### src/design/b58e_pkg.sv
// Shared types, constants and helpers for the base58 byte-string encoder.
package b58e_pkg;

    localparam int MAX_BYTES_DEF  = 32;
    localparam int MAX_DIGITS_DEF = 44;
    localparam int OUT_CAP        = 44;

    localparam int DIGIT_W = 6;
    localparam int CARRY_W = 8;
    localparam int DIV_W   = DIGIT_W + CARRY_W;
    localparam int PROD_W  = 29;
    localparam int DIV_SHIFT = 20;

    localparam logic [14:0]        RECIP_58  = 15'd18079;
    localparam logic [DIGIT_W-1:0] DIGIT_MAX = 6'd57;
    localparam logic [6:0]         CHAR_ONE  = 7'd49;

    localparam logic [58*8-1:0] B58_ALPHABET =
        "123456789ABCDEFGHJKLMNPQRSTUVWXYZabcdefghijkmnopqrstuvwxyz";

    typedef struct packed {
        logic [7:0] data_byte;
        logic       final_byte;
    } t_in_beat;

    typedef struct packed {
        logic [6:0] out_char;
        logic       end_of_text;
        logic       overflowed;
    } t_out_beat;

    typedef struct packed {
        logic take;        // input beat accepted
        logic walk;        // process one stored digit
        logic grow;        // append one carry digit
        logic emit_setup;  // latch character count
        logic emit_read;   // fetch the next digit
        logic emit_load;   // load one character into the output register
        logic clear;       // string done, return to reset values
    } t_dp_cmd;

    typedef struct packed {
        logic room;
        logic walk_done;
        logic carry_zero;
        logic remain_zero;
        logic last_char;
        logic out_free;
    } t_dp_stat;

    // Digit to ASCII; first alphabet character sits in the top byte.
    function automatic logic [6:0] b58_char(input logic [DIGIT_W-1:0] d);
        logic [DIGIT_W-1:0] dc;
        logic [DIGIT_W-1:0] rev;
        dc  = (d > DIGIT_MAX) ? DIGIT_MAX : d;
        rev = DIGIT_MAX - dc;
        return B58_ALPHABET[{rev, 3'b000} +: 7];
    endfunction

endpackage

### src/design/base58_byte_string_encoder.sv
// Top level of the base58 (Bitcoin alphabet) byte-string encoder.
//
// Bytes of a string arrive one per input beat; final_byte marks the last one.
// Each byte multiplies the stored base-58 number by 256 and adds the byte:
// a single divide-by-58 unit walks the digit store one digit per cycle, then
// appends the leftover carry as new digits (at most two). Leading zero
// bytes are counted separately and come out as '1' characters. After the
// final byte the block emits the encoding as output beats, each character
// taking one memory read, then one output register load once the sink is
// free: the '1' run first, then the digits from most to least significant,
// end_of_text on the last one. The output is cut at 44 characters. overflowed
// is set on every character of a string in which a byte past MAX_BYTES was
// dropped, a carry found the digit store full, or the output was cut. A
// dropped final byte still starts the emission. After the last character is
// loaded into the output register, the state clears and the next string may
// start while that character still waits for the sink. No input beat is
// taken while a byte or an emission is in progress.
module base58_byte_string_encoder import b58e_pkg::*; #(
    parameter int MAX_BYTES  = MAX_BYTES_DEF,
    parameter int MAX_DIGITS = MAX_DIGITS_DEF
) (
    input  logic      i_clk,
    input  logic      i_rst_n,
    input  logic      i_in_valid,
    output logic      o_in_ready,
    input  t_in_beat  i_in,
    output logic      o_out_valid,
    input  logic      i_out_ready,
    output t_out_beat o_out
);

    t_dp_cmd  dp_cmd;
    t_dp_stat dp_stat;

    // Phase sequencing
    b58e_ctrl u_ctrl (
        .i_clk        (i_clk),
        .i_rst_n      (i_rst_n),
        .i_in_valid   (i_in_valid),
        .o_in_ready   (o_in_ready),
        .i_final_byte (i_in.final_byte),
        .o_cmd        (dp_cmd),
        .i_stat       (dp_stat)
    );

    // Digit store, arithmetic and output register
    b58e_dp #(
        .MAX_BYTES  (MAX_BYTES),
        .MAX_DIGITS (MAX_DIGITS)
    ) u_dp (
        .i_clk       (i_clk),
        .i_rst_n     (i_rst_n),
        .i_cmd       (dp_cmd),
        .o_stat      (dp_stat),
        .i_data_byte (i_in.data_byte),
        .o_out_valid (o_out_valid),
        .i_out_ready (i_out_ready),
        .o_out       (o_out)
    );

endmodule

### src/design/b58e_ctrl.sv
// Sequencer for the base58 encoder: absorb, grow and emit phases.
module b58e_ctrl import b58e_pkg::*; (
    input  logic     i_clk,
    input  logic     i_rst_n,
    input  logic     i_in_valid,
    output logic     o_in_ready,
    input  logic     i_final_byte,
    output t_dp_cmd  o_cmd,
    input  t_dp_stat i_stat
);

    localparam logic [2:0] S_IDLE   = 3'd0;
    localparam logic [2:0] S_WALK   = 3'd1;
    localparam logic [2:0] S_GROW   = 3'd2;
    localparam logic [2:0] S_ESETUP = 3'd3;
    localparam logic [2:0] S_EADDR  = 3'd4;
    localparam logic [2:0] S_ELOAD  = 3'd5;

    logic [2:0] r_state, n_state;
    logic       r_final, n_final;

    always_comb begin
        n_state    = r_state;
        n_final    = r_final;
        o_cmd      = '0;
        o_in_ready = 1'b0;
        case (r_state)
            S_IDLE: begin
                o_in_ready = 1'b1;
                if (i_in_valid) begin
                    o_cmd.take = 1'b1;
                    n_final    = i_final_byte;
                    if (i_stat.room) begin
                        n_state = S_WALK;
                    end else if (i_final_byte) begin
                        n_state = S_ESETUP;
                    end
                end
            end
            S_WALK: begin
                if (i_stat.walk_done) begin
                    n_state = S_GROW;
                end else begin
                    o_cmd.walk = 1'b1;
                end
            end
            S_GROW: begin
                if (i_stat.carry_zero) begin
                    n_state = r_final ? S_ESETUP : S_IDLE;
                end else begin
                    o_cmd.grow = 1'b1;
                end
            end
            S_ESETUP: begin
                o_cmd.emit_setup = 1'b1;
                n_state          = S_EADDR;
            end
            S_EADDR: begin
                if (i_stat.remain_zero) begin
                    o_cmd.clear = 1'b1;
                    n_state     = S_IDLE;
                end else begin
                    o_cmd.emit_read = 1'b1;
                    n_state         = S_ELOAD;
                end
            end
            S_ELOAD: begin
                if (i_stat.out_free) begin
                    o_cmd.emit_load = 1'b1;
                    if (i_stat.last_char) begin
                        o_cmd.clear = 1'b1;
                        n_state     = S_IDLE;
                    end else begin
                        n_state = S_EADDR;
                    end
                end
            end
            default: begin
                n_state = S_IDLE;
            end
        endcase
    end

    always_ff @(posedge i_clk) begin
        if (!i_rst_n) begin
            r_state <= S_IDLE;
            r_final <= 1'b0;
        end else begin
            r_state <= n_state;
            r_final <= n_final;
        end
    end

endmodule

### src/design/b58e_dp.sv
// Datapath: digit store, divide-by-58 step, counters and output register.
module b58e_dp import b58e_pkg::*; #(
    parameter int MAX_BYTES  = MAX_BYTES_DEF,
    parameter int MAX_DIGITS = MAX_DIGITS_DEF
) (
    input  logic       i_clk,
    input  logic       i_rst_n,
    input  t_dp_cmd    i_cmd,
    output t_dp_stat   o_stat,
    input  logic [7:0] i_data_byte,
    output logic       o_out_valid,
    input  logic       i_out_ready,
    output t_out_beat  o_out
);

    localparam int ZW  = $clog2(MAX_BYTES + 1);
    localparam int DW  = $clog2(MAX_DIGITS + 1);
    localparam int AW  = $clog2(MAX_DIGITS);
    localparam int RW  = $clog2(OUT_CAP + 1);
    localparam int TW0 = (ZW > DW) ? ZW : DW;
    localparam int TW  = ((TW0 > RW) ? TW0 : RW) + 1;

    logic [DIGIT_W-1:0] r_mem [MAX_DIGITS];
    logic [DIGIT_W-1:0] r_rdata;

    logic [CARRY_W-1:0] r_carry,     n_carry;
    logic [DW-1:0]      r_idx,       n_idx;
    logic [DW-1:0]      r_used,      n_used;
    logic [ZW-1:0]      r_zero_run,  n_zero_run;
    logic               r_leading,   n_leading;
    logic [ZW-1:0]      r_bytes,     n_bytes;
    logic               r_ovf,       n_ovf;
    logic [ZW-1:0]      r_zleft,     n_zleft;
    logic [AW-1:0]      r_pos,       n_pos;
    logic [RW-1:0]      r_remain,    n_remain;
    t_out_beat          r_out,       n_out;
    logic               r_out_valid, n_out_valid;

    logic [DIV_W-1:0]   div_in;
    logic [PROD_W-1:0]  prod;
    logic [CARRY_W-1:0] quo;
    logic [DIV_W-1:0]   quo_x58;
    logic [DIGIT_W-1:0] rem;
    logic [DW-1:0]      idx_inc;
    logic [TW-1:0]      total;
    logic               full;
    logic               mem_we;
    logic               mem_re;
    logic [AW-1:0]      mem_wa;
    logic [AW-1:0]      mem_ra;
    logic               out_free;

    // value = carry + 256 * digit during the walk, carry alone while growing
    assign div_in  = i_cmd.walk ? ({r_rdata, {CARRY_W{1'b0}}} + DIV_W'(r_carry))
                                : DIV_W'(r_carry);
    // floor(v / 58) by reciprocal; exact for all values up to 14847 (57 * 256 + 255), the largest the walk forms
    assign prod    = PROD_W'(div_in) * PROD_W'(RECIP_58);
    assign quo     = prod[DIV_SHIFT +: CARRY_W];
    assign quo_x58 = DIV_W'({quo, 6'b0}) - DIV_W'({quo, 2'b0}) - DIV_W'({quo, 1'b0});
    assign rem     = DIGIT_W'(div_in - quo_x58);

    assign idx_inc  = r_idx + DW'(1);
    assign total    = TW'(r_zero_run) + TW'(r_used);
    assign full     = (r_used == DW'(MAX_DIGITS));
    assign out_free = !r_out_valid || i_out_ready;

    assign mem_we = i_cmd.walk || (i_cmd.grow && !full);
    // read data holds while a character waits for the output register
    assign mem_re = i_cmd.take || i_cmd.walk || i_cmd.emit_read;
    assign mem_wa = i_cmd.walk ? r_idx[AW-1:0] : r_used[AW-1:0];
    assign mem_ra = i_cmd.walk      ? idx_inc[AW-1:0] :
                    i_cmd.emit_read ? r_pos : '0;

    always_ff @(posedge i_clk) begin
        if (mem_we) begin
            r_mem[mem_wa] <= rem;
        end
        if (mem_re) begin
            r_rdata <= r_mem[mem_ra];
        end
    end

    always_comb begin
        n_carry     = r_carry;
        n_idx       = r_idx;
        n_used      = r_used;
        n_zero_run  = r_zero_run;
        n_leading   = r_leading;
        n_bytes     = r_bytes;
        n_ovf       = r_ovf;
        n_zleft     = r_zleft;
        n_pos       = r_pos;
        n_remain    = r_remain;
        n_out       = r_out;
        n_out_valid = r_out_valid && !i_out_ready;

        if (i_cmd.take) begin
            if (r_bytes < ZW'(MAX_BYTES)) begin
                n_carry = i_data_byte;
                n_idx   = '0;
                n_bytes = r_bytes + ZW'(1);
                if (r_leading) begin
                    if (i_data_byte == 8'd0) begin
                        n_zero_run = r_zero_run + ZW'(1);
                    end else begin
                        n_leading = 1'b0;
                    end
                end
            end else begin
                n_ovf = 1'b1;
            end
        end

        if (i_cmd.walk) begin
            n_carry = quo;
            n_idx   = idx_inc;
        end

        if (i_cmd.grow) begin
            if (full) begin
                n_ovf   = 1'b1;
                n_carry = '0;
            end else begin
                n_carry = quo;
                n_used  = r_used + DW'(1);
            end
        end

        if (i_cmd.emit_setup) begin
            n_zleft = r_zero_run;
            n_pos   = AW'(r_used - DW'(1));
            if (total > TW'(OUT_CAP)) begin
                n_remain = RW'(OUT_CAP);
                n_ovf    = 1'b1;
            end else begin
                n_remain = RW'(total);
            end
        end

        if (i_cmd.emit_load) begin
            n_out_valid       = 1'b1;
            n_out.end_of_text = (r_remain == RW'(1));
            n_out.overflowed  = r_ovf;
            n_remain          = r_remain - RW'(1);
            if (r_zleft != '0) begin
                n_out.out_char = CHAR_ONE;
                n_zleft        = r_zleft - ZW'(1);
            end else begin
                n_out.out_char = b58_char(r_rdata);
                n_pos          = r_pos - AW'(1);
            end
        end

        if (i_cmd.clear) begin
            n_used     = '0;
            n_zero_run = '0;
            n_leading  = 1'b1;
            n_bytes    = '0;
            n_ovf      = 1'b0;
        end
    end

    always_ff @(posedge i_clk) begin
        if (!i_rst_n) begin
            r_used      <= '0;
            r_zero_run  <= '0;
            r_leading   <= 1'b1;
            r_bytes     <= '0;
            r_ovf       <= 1'b0;
            r_out_valid <= 1'b0;
            r_remain    <= '0;
        end else begin
            r_used      <= n_used;
            r_zero_run  <= n_zero_run;
            r_leading   <= n_leading;
            r_bytes     <= n_bytes;
            r_ovf       <= n_ovf;
            r_out_valid <= n_out_valid;
            r_remain    <= n_remain;
        end
        r_carry <= n_carry;
        r_idx   <= n_idx;
        r_zleft <= n_zleft;
        r_pos   <= n_pos;
        r_out   <= n_out;
    end

    assign o_stat.room        = (r_bytes < ZW'(MAX_BYTES));
    assign o_stat.walk_done   = (r_idx == r_used);
    assign o_stat.carry_zero  = (r_carry == '0);
    assign o_stat.remain_zero = (r_remain == '0);
    assign o_stat.last_char   = (r_remain == RW'(1));
    assign o_stat.out_free    = out_free;

    assign o_out_valid = r_out_valid;
    assign o_out       = r_out;

endmodule

### config.mk
export PLATFORM = sky130hd
export DESIGN_NAME = base58_byte_string_encoder
export DESIGN_NICKNAME = d
export VERILOG_FILES = /design/src/design/b58e_pkg.sv /design/src/design/base58_byte_string_encoder.sv /design/src/design/b58e_ctrl.sv /design/src/design/b58e_dp.sv
export SDC_FILE = /design/constraint.sdc
export NUM_CORES = 1
export LEC_CHECK = 0
export ABC_AREA = 1
export BUFFER_PORTS_ARGS = -buffer_cell sky130_fd_sc_hd__buf_4
export CORE_ASPECT_RATIO = 1.4
export CORE_MARGIN = 1
export CORE_UTILIZATION = 45
export CTS_CLUSTER_DIAMETER = 60
export CTS_CLUSTER_SIZE = 28
export DETAILED_ROUTE_END_ITERATION = 8
export MAX_ROUTING_LAYER = met4
export SYNTH_ARGS = -nofsm -noshare
export SYNTH_HDL_FRONTEND = slang
export SYNTH_SLANG_ARGS = --single-unit
### constraint.sdc
create_clock -name i_clk -period 9.99 [get_ports i_clk]
set_clock_uncertainty 0.2 [all_clocks]
set_input_delay 1.998 -clock i_clk [delete_from_list [all_inputs] [get_ports i_clk]]
set_output_delay 1.998 -clock i_clk [all_outputs]
set_load 0.02 [all_outputs]
**Yosys cells after proc, flatten, opt, wreduce, memory -nomap -nowiden**

Memories as Yosys holds them, arrays and structs flattened. A register that Yosys moved wholly into a read port is not among the register bits.
Index checks and enable logic that the tools add are counted.

- Register bits after elaboration: 66
- Memory bits (writable): 264
- Output and inout bits: 11
- Memories: 1

- $add $sub $neg: 14
- Multiply operators: 1
- Magnitude comparators: 3
- Equal/unequal tests: 13
- Shifts and indexed selects: 1
- Mux-type cells: 58
- Bitwise operators: 2
- Reductions and logical operators: 27

Memories:

| memory | words | width | rd ports | clocked after Yosys merged registers in | wr ports | RTL line | RTL |
|---|---|---|---|---|---|---|---|
| u_dp.r_mem | 44 | 6 | 1 | 1 | 1 | b58e_dp.sv:23 | `logic [DIGIT_W-1:0] r_mem [MAX_DIGITS];` |

Operators with widths:

| operator | count |
|---|---|
| 464-bit by 10-bit variable part select with 7-bit output, first input constant | 1 |
| 6-bit two-way mux | 16 |
| 8-bit two-way mux | 5 |
| 14-bit by 15-bit multiplier with 28-bit output, second input constant | 1 |
| 6-bit by 1-bit adder with 6-bit output, second input constant | 4 |
| 1-bit two-way mux | 24 |
| 3-bit two-way mux | 8 |
| 6-bit by 1-bit subtractor with 6-bit output, second input constant | 4 |
| 3-bit case mux with 6 select lines | 1 |
| 8-bit zero test | 2 |
| 14-bit by 8-bit adder with 14-bit output | 1 |
| 14-bit two-way mux | 1 |
| 6-bit subtractor | 2 |
| 2-bit AND reduction | 5 |
| 6-bit by 6-bit adder with 7-bit output | 1 |
| 7-bit by 6-bit > comparator with 1-bit output, second input constant | 1 |
| 3-bit by 2-bit equality test with 1-bit output, second input constant | 2 |
| 3-bit equality test, second input constant | 2 |
| 6-bit by 1-bit equality test with 1-bit output, second input constant | 1 |
| 6-bit equality test | 1 |
| 6-bit equality test, second input constant | 1 |
| 6-bit > comparator, second input constant | 1 |
| 6-bit zero test | 1 |
| 6-bit less-than comparator, second input constant | 1 |
| 19 further kinds | 32 |

**Depth between registers and ports, before layout**

- Word-level depth: 8
- Mapped depth: 45
- Depth with buffers taken out: 43

**By module**

A second synthesis with hierarchy kept.

- Cell total of the unflattened synthesis: 2,165
- Area, all modules: 20,123.0 sq um

Modules (own cells, without submodules):

| module | times used | cells each | area each (sq um) |
|---|---|---|---|
| b58e_dp | 1 | 2,114 | 19,815.3 |
| b58e_ctrl | 1 | 51 | 307.8 |

**Least setup slack after synthesis**

OpenSTA, ideal clock, no wires.

- Path type: register to register
- Start point: register u_dp.r_idx[4]
- End point: memory u_dp.r_mem[0][5], data pin
- Library setup time: 0.455 ns
- Arrival time: 9.179 ns
- Data required time: 9.335 ns
- Path slack: 0.157 ns
- Stages on the path, launching flop included: 40
- Path buffers: 3
- Cells stage by stage: edfxtp_1 -> nand2_1 -> inv_1 -> nor2_1 -> nor2_1 -> nand3_1 -> nand2_2 -> buf_4 -> buf_2 -> buf_1 -> nor2_1 -> inv_1 -> fa_1 -> inv_1 -> fa_1 -> fa_1 -> fa_1 -> inv_1 -> [... 4 more ...] -> nor2_1 -> inv_1 -> nor2_1 -> inv_1 -> nor3_2 -> nand2_1 -> o211ai_1 -> xor2_2 -> xnor2_1 -> inv_1 -> ha_1 -> a21o_1 -> ha_1 -> a21o_1 -> a21oi_1 -> xor2_1 -> xnor3_1 -> xnor2_1

- Longest elaborated chain between the ends: 8

Ends and longest elaborated chain:

| item | RTL line | RTL |
|---|---|---|
| from (decl) | b58e_dp.sv:27 | `logic [DW-1:0] r_idx, n_idx;` |
| from (signal assigned) | b58e_dp.sv:182 | `r_idx <= n_idx;` |
| 6-bit equality test * | b58e_dp.sv:189 | `assign o_stat.walk_done = (r_idx == r_used);` |
| 1-bit two-way mux * | b58e_ctrl.sv:41 | `if (i_stat.walk_done) begin` |
| 1-bit two-way mux * | b58e_ctrl.sv:27 | `case (r_state)` |
| 14-bit two-way mux * | b58e_dp.sv:54 | `assign div_in = i_cmd.walk ? ({r_rdata, {CARRY_W{1'b0}}} + DIV_W'(r_carry))` |
| 14-bit by 15-bit multiplier with 28-bit output | b58e_dp.sv:57 | `assign prod = PROD_W'(div_in) * PROD_W'(RECIP_58);` |
| 1-bit by 6-bit subtractor with 6-bit output | b58e_dp.sv:59 | `assign quo_x58 = DIV_W'({quo, 6'b0}) - DIV_W'({quo, 2'b0}) - DIV_W'({quo, 1'b0});` |
| 6-bit subtractor | b58e_dp.sv:59 |  |
| 6-bit subtractor * | b58e_dp.sv:60 | `assign rem = DIGIT_W'(div_in - quo_x58);` |
| via u_dp.rem[5] | b58e_dp.sv:43 | `logic [DIGIT_W-1:0] rem;` |
| to (decl) | b58e_dp.sv:23 |  |

The timed path passes the listed nets; every way through them passes the cells marked *.

**Worst setup path in the final report**

- Start point: register u_dp.r_used[3]
- End point: memory u_dp.r_mem[1][5], data pin

- Longest elaborated chain between the ends: 8

Ends and longest elaborated chain:

| item | RTL line | RTL |
|---|---|---|
| from (decl) | b58e_dp.sv:28 | `logic [DW-1:0] r_used, n_used;` |
| from (signal assigned) | b58e_dp.sv:173 | `r_used <= n_used;` |
| 6-bit equality test * | b58e_dp.sv:189 |  |
| 1-bit two-way mux * | b58e_ctrl.sv:41 |  |
| 1-bit two-way mux * | b58e_ctrl.sv:27 |  |
| 14-bit two-way mux * | b58e_dp.sv:54 |  |
| 14-bit by 15-bit multiplier with 28-bit output | b58e_dp.sv:57 |  |
| 1-bit by 6-bit subtractor with 6-bit output | b58e_dp.sv:59 |  |
| 6-bit subtractor | b58e_dp.sv:59 |  |
| 6-bit subtractor * | b58e_dp.sv:60 |  |
| via u_dp.rem[5] | b58e_dp.sv:43 |  |

Marks and branches as above.

==> reports/metrics.yaml <==
run_status: "completed"
fin_nets: 2384
die_h_um: 254
hold_path_class: "reg -> reg"
final_cells: 2742
drtAntennaViolNets: 0
cts_buffers: 27
yosys_warnings: 0
async_reset_ff_share_pct: 0
synth_seq_area_share_pct: 47.3
avgRoutedWirePerCell_um: 18.9
path_buf_inv: 8
clock.fmax_ghz: 0.109
syn_inst: 2160
cts_hold_buf: 0
cts-root-buf: "clkbuf_16"
rsz0062_at_grt: "no"
synth_top_family_by_area: "simple AND/OR/NAND/NOR gates"
maxSlewViolCount: 0
cp-end-kind: "flop"
cts_tree: "done"
synth-seq-cells: 336
viasPerCell: 5.38
initial_core_util_pct: 45.5
synth.area.top_cells: "edfxtp_1, ha_1, nand3_1, inv_1, fa_1"
n_antenna_cell: 0
drt_wl_total_mm: 51.8
synth-compound-area-share_pct: 7.33
grt.total_usage_pct: 23.3
worst_pin_slew_ns: 1.02
setup_viol: 0
core_um2: 44900
synth.top_cell.area_share_pct: 43.1
critPathRequiredTime_ns: 10.14
drtIter0Drc: 757
crit_slowest_cell: "dfxtp_1"
layout-drive-gt1-share_pct: 6.01
setup_tns_ns: 0
gp_congestion: 0.923
fin_crit_ns: 9.21
cts.sinks: 336
slowest_delay_ns: 0.55
ys_types: 57
htree_levels: 1
ios: 24
relSlewSlack_pct: 32.1
place_inst: 2692
synthTopCellsByCount: "inv_1, nand2_1, edfxtp_1"
synth_nets: 2387
antenna_found_initial: 0
finalCritPeriodShare_pct: 92.2
grt_max_degree: 93
grt_pass1_wl_mm: 81.1
synth-edff-count: 293
synthAdderAreaFrac_pct: 15.4
synthesis.area_um2: 20400
post-cts-setup-buffers: 0
hold_viol_final: 0
synth_top_area_cell: "edfxtp_1"
synth-xor-area-share_pct: 1.35
cp-start-kind: "flop"
firstDrtPassIters: 5
worstSetupStartpoint: "u_dp.r_used[3]"
grt_pass1_vias: 14897
numPortBuffers: 23
synthSimpleGateAreaFrac_pct: 19.9
worstPathArrival_ns: 9.37
crit_fanout: 44
overflow: 0
rows: 92
remaining_drc_errors: 0
avgSynthCellArea_um2: 9.46
synth_mux_area_share_pct: 0
die-area_um2: 46300
maxCapViolCount: 0
yosysMostFrequentCell: "inv_1"
hold_start: "u_dp.r_ovf"
crit_type: "reg -> reg"
cp_top_family: "adder cells"
clk_pin_slew_ns: 0.09
r2r-start: "u_dp.r_used[3]"
via_count: 14744
die_x_um: 182
synthToLayoutAreaGrowth_pct: 8.10
insertion_delay_ns: 0.58
clockBufferDepth: 3
dp_hpwl_mm: 37.3
synthFlopType: "edfxtp_1"
r2r_setup_slack_ns: 0.78
## cell type report
class                   instances  area, um2
fillers                      4182      22800
clock buffers                  29        704
flip-flops and latches        336       9660
clock inverters                21        277
multi-input cells            1386       9050
inverters                     368       1390
well taps                     564        706
repair buffers                 38        302
## logic make-up after synthesis
logic type | Yosys count
simple gates | 886
buf+inv | 438
flops | 336
compound gates | 257
fa+ha+maj | 214
xor+xnor | 29
## layer usage
metal  up-vias  GRT usage, %  wire, um
met5         -             -         0
met4         0          8.60      1860
met3        86          2.15      1640
met2       278          42.6     27400
met1      7132          26.4     20900
li1       7248             -         -
## metrics by stage
stage | hold slack (ns) | instance area (um2) | setup WS [ns] | utilization, %
after global placement | 0.220 | 21100 | 0.869 | 47.0
after CTS | 0.234 | 22100 | 0.655 | 49.2
final | 0.234 | 22100 | 0.777 | 49.2
after global routing | 0.253 | 22100 | 0.0957 | 49.2
after floorplan | 0.208 | 20400 | 0.157 | -
after detailed placement | 0.218 | 21100 | 0.747 | 47.0
## path summary, 6_finish.rpt
| kind | depth (start not counted) | to |
|---|---|---|
| worst min-delay path | 0 | u_dp.o_out[0] |
| worst max-delay path | 38 | u_dp.r_mem[1][5] |
| worst min register to register | 0 | u_dp.o_out[0] |
| worst max register to register | 38 | u_dp.r_mem[1][5] |
## worst reg2reg max path: cells and delay by family (launching register included)
kind,cells,cell delay [ns]
adders and majority gates,9,3.58
AOI/OAI and AO/OA,4,0.70
xor gates and xnor gates,6,1.43
buffers and inverters,8,1.05
DFF,1,0.55
and+or+nand+nor,11,1.45
## registers in the layout (all words and copies together) (netlist names)
| name | count |
|---|---|
| u_dp.r_leading | 1 |
| u_dp.o_out | 9 |
| u_dp.r_pos | 6 |
| u_dp.o_out_valid | 1 |
| u_ctrl.r_state | 3 |
| u_dp.r_mem | 264 |
| u_dp.r_bytes | 6 |
| u_ctrl.r_final | 1 |
| u_dp.r_zleft | 6 |
| u_dp.r_rdata | 6 |
| u_dp.r_zero_run | 6 |
| u_dp.r_used | 6 |
| u_dp.r_idx | 6 |
| u_dp.r_remain | 6 |
| u_dp.r_carry | 8 |
| u_dp.r_ovf | 1 |
## cell usage in the layout (no fill, tap or decap), types with 15 or more instances in the layout
cell,instances
inv_1,352
nand2_1,323
edfxtp_1,293
nand3_1,275
nor2_1,168
ha_1,151
o21ai_0,87
a21oi_1,75
fa_1,62
nand3b_1,60
dfxtp_1,43
buf_4,36
clkbuf_16,28
o211ai_1,20
nor3_1,15
## what timing repair did
action | CTS | global route
resized for setup | 0 | 2
setup endpoints to repair | 0 | 3
hold endpoints to repair | 0 | 0
Power is left out: the tool's default activity adds up to more than one toggle a clock period on the data nets, which glitch-free logic cannot reach.
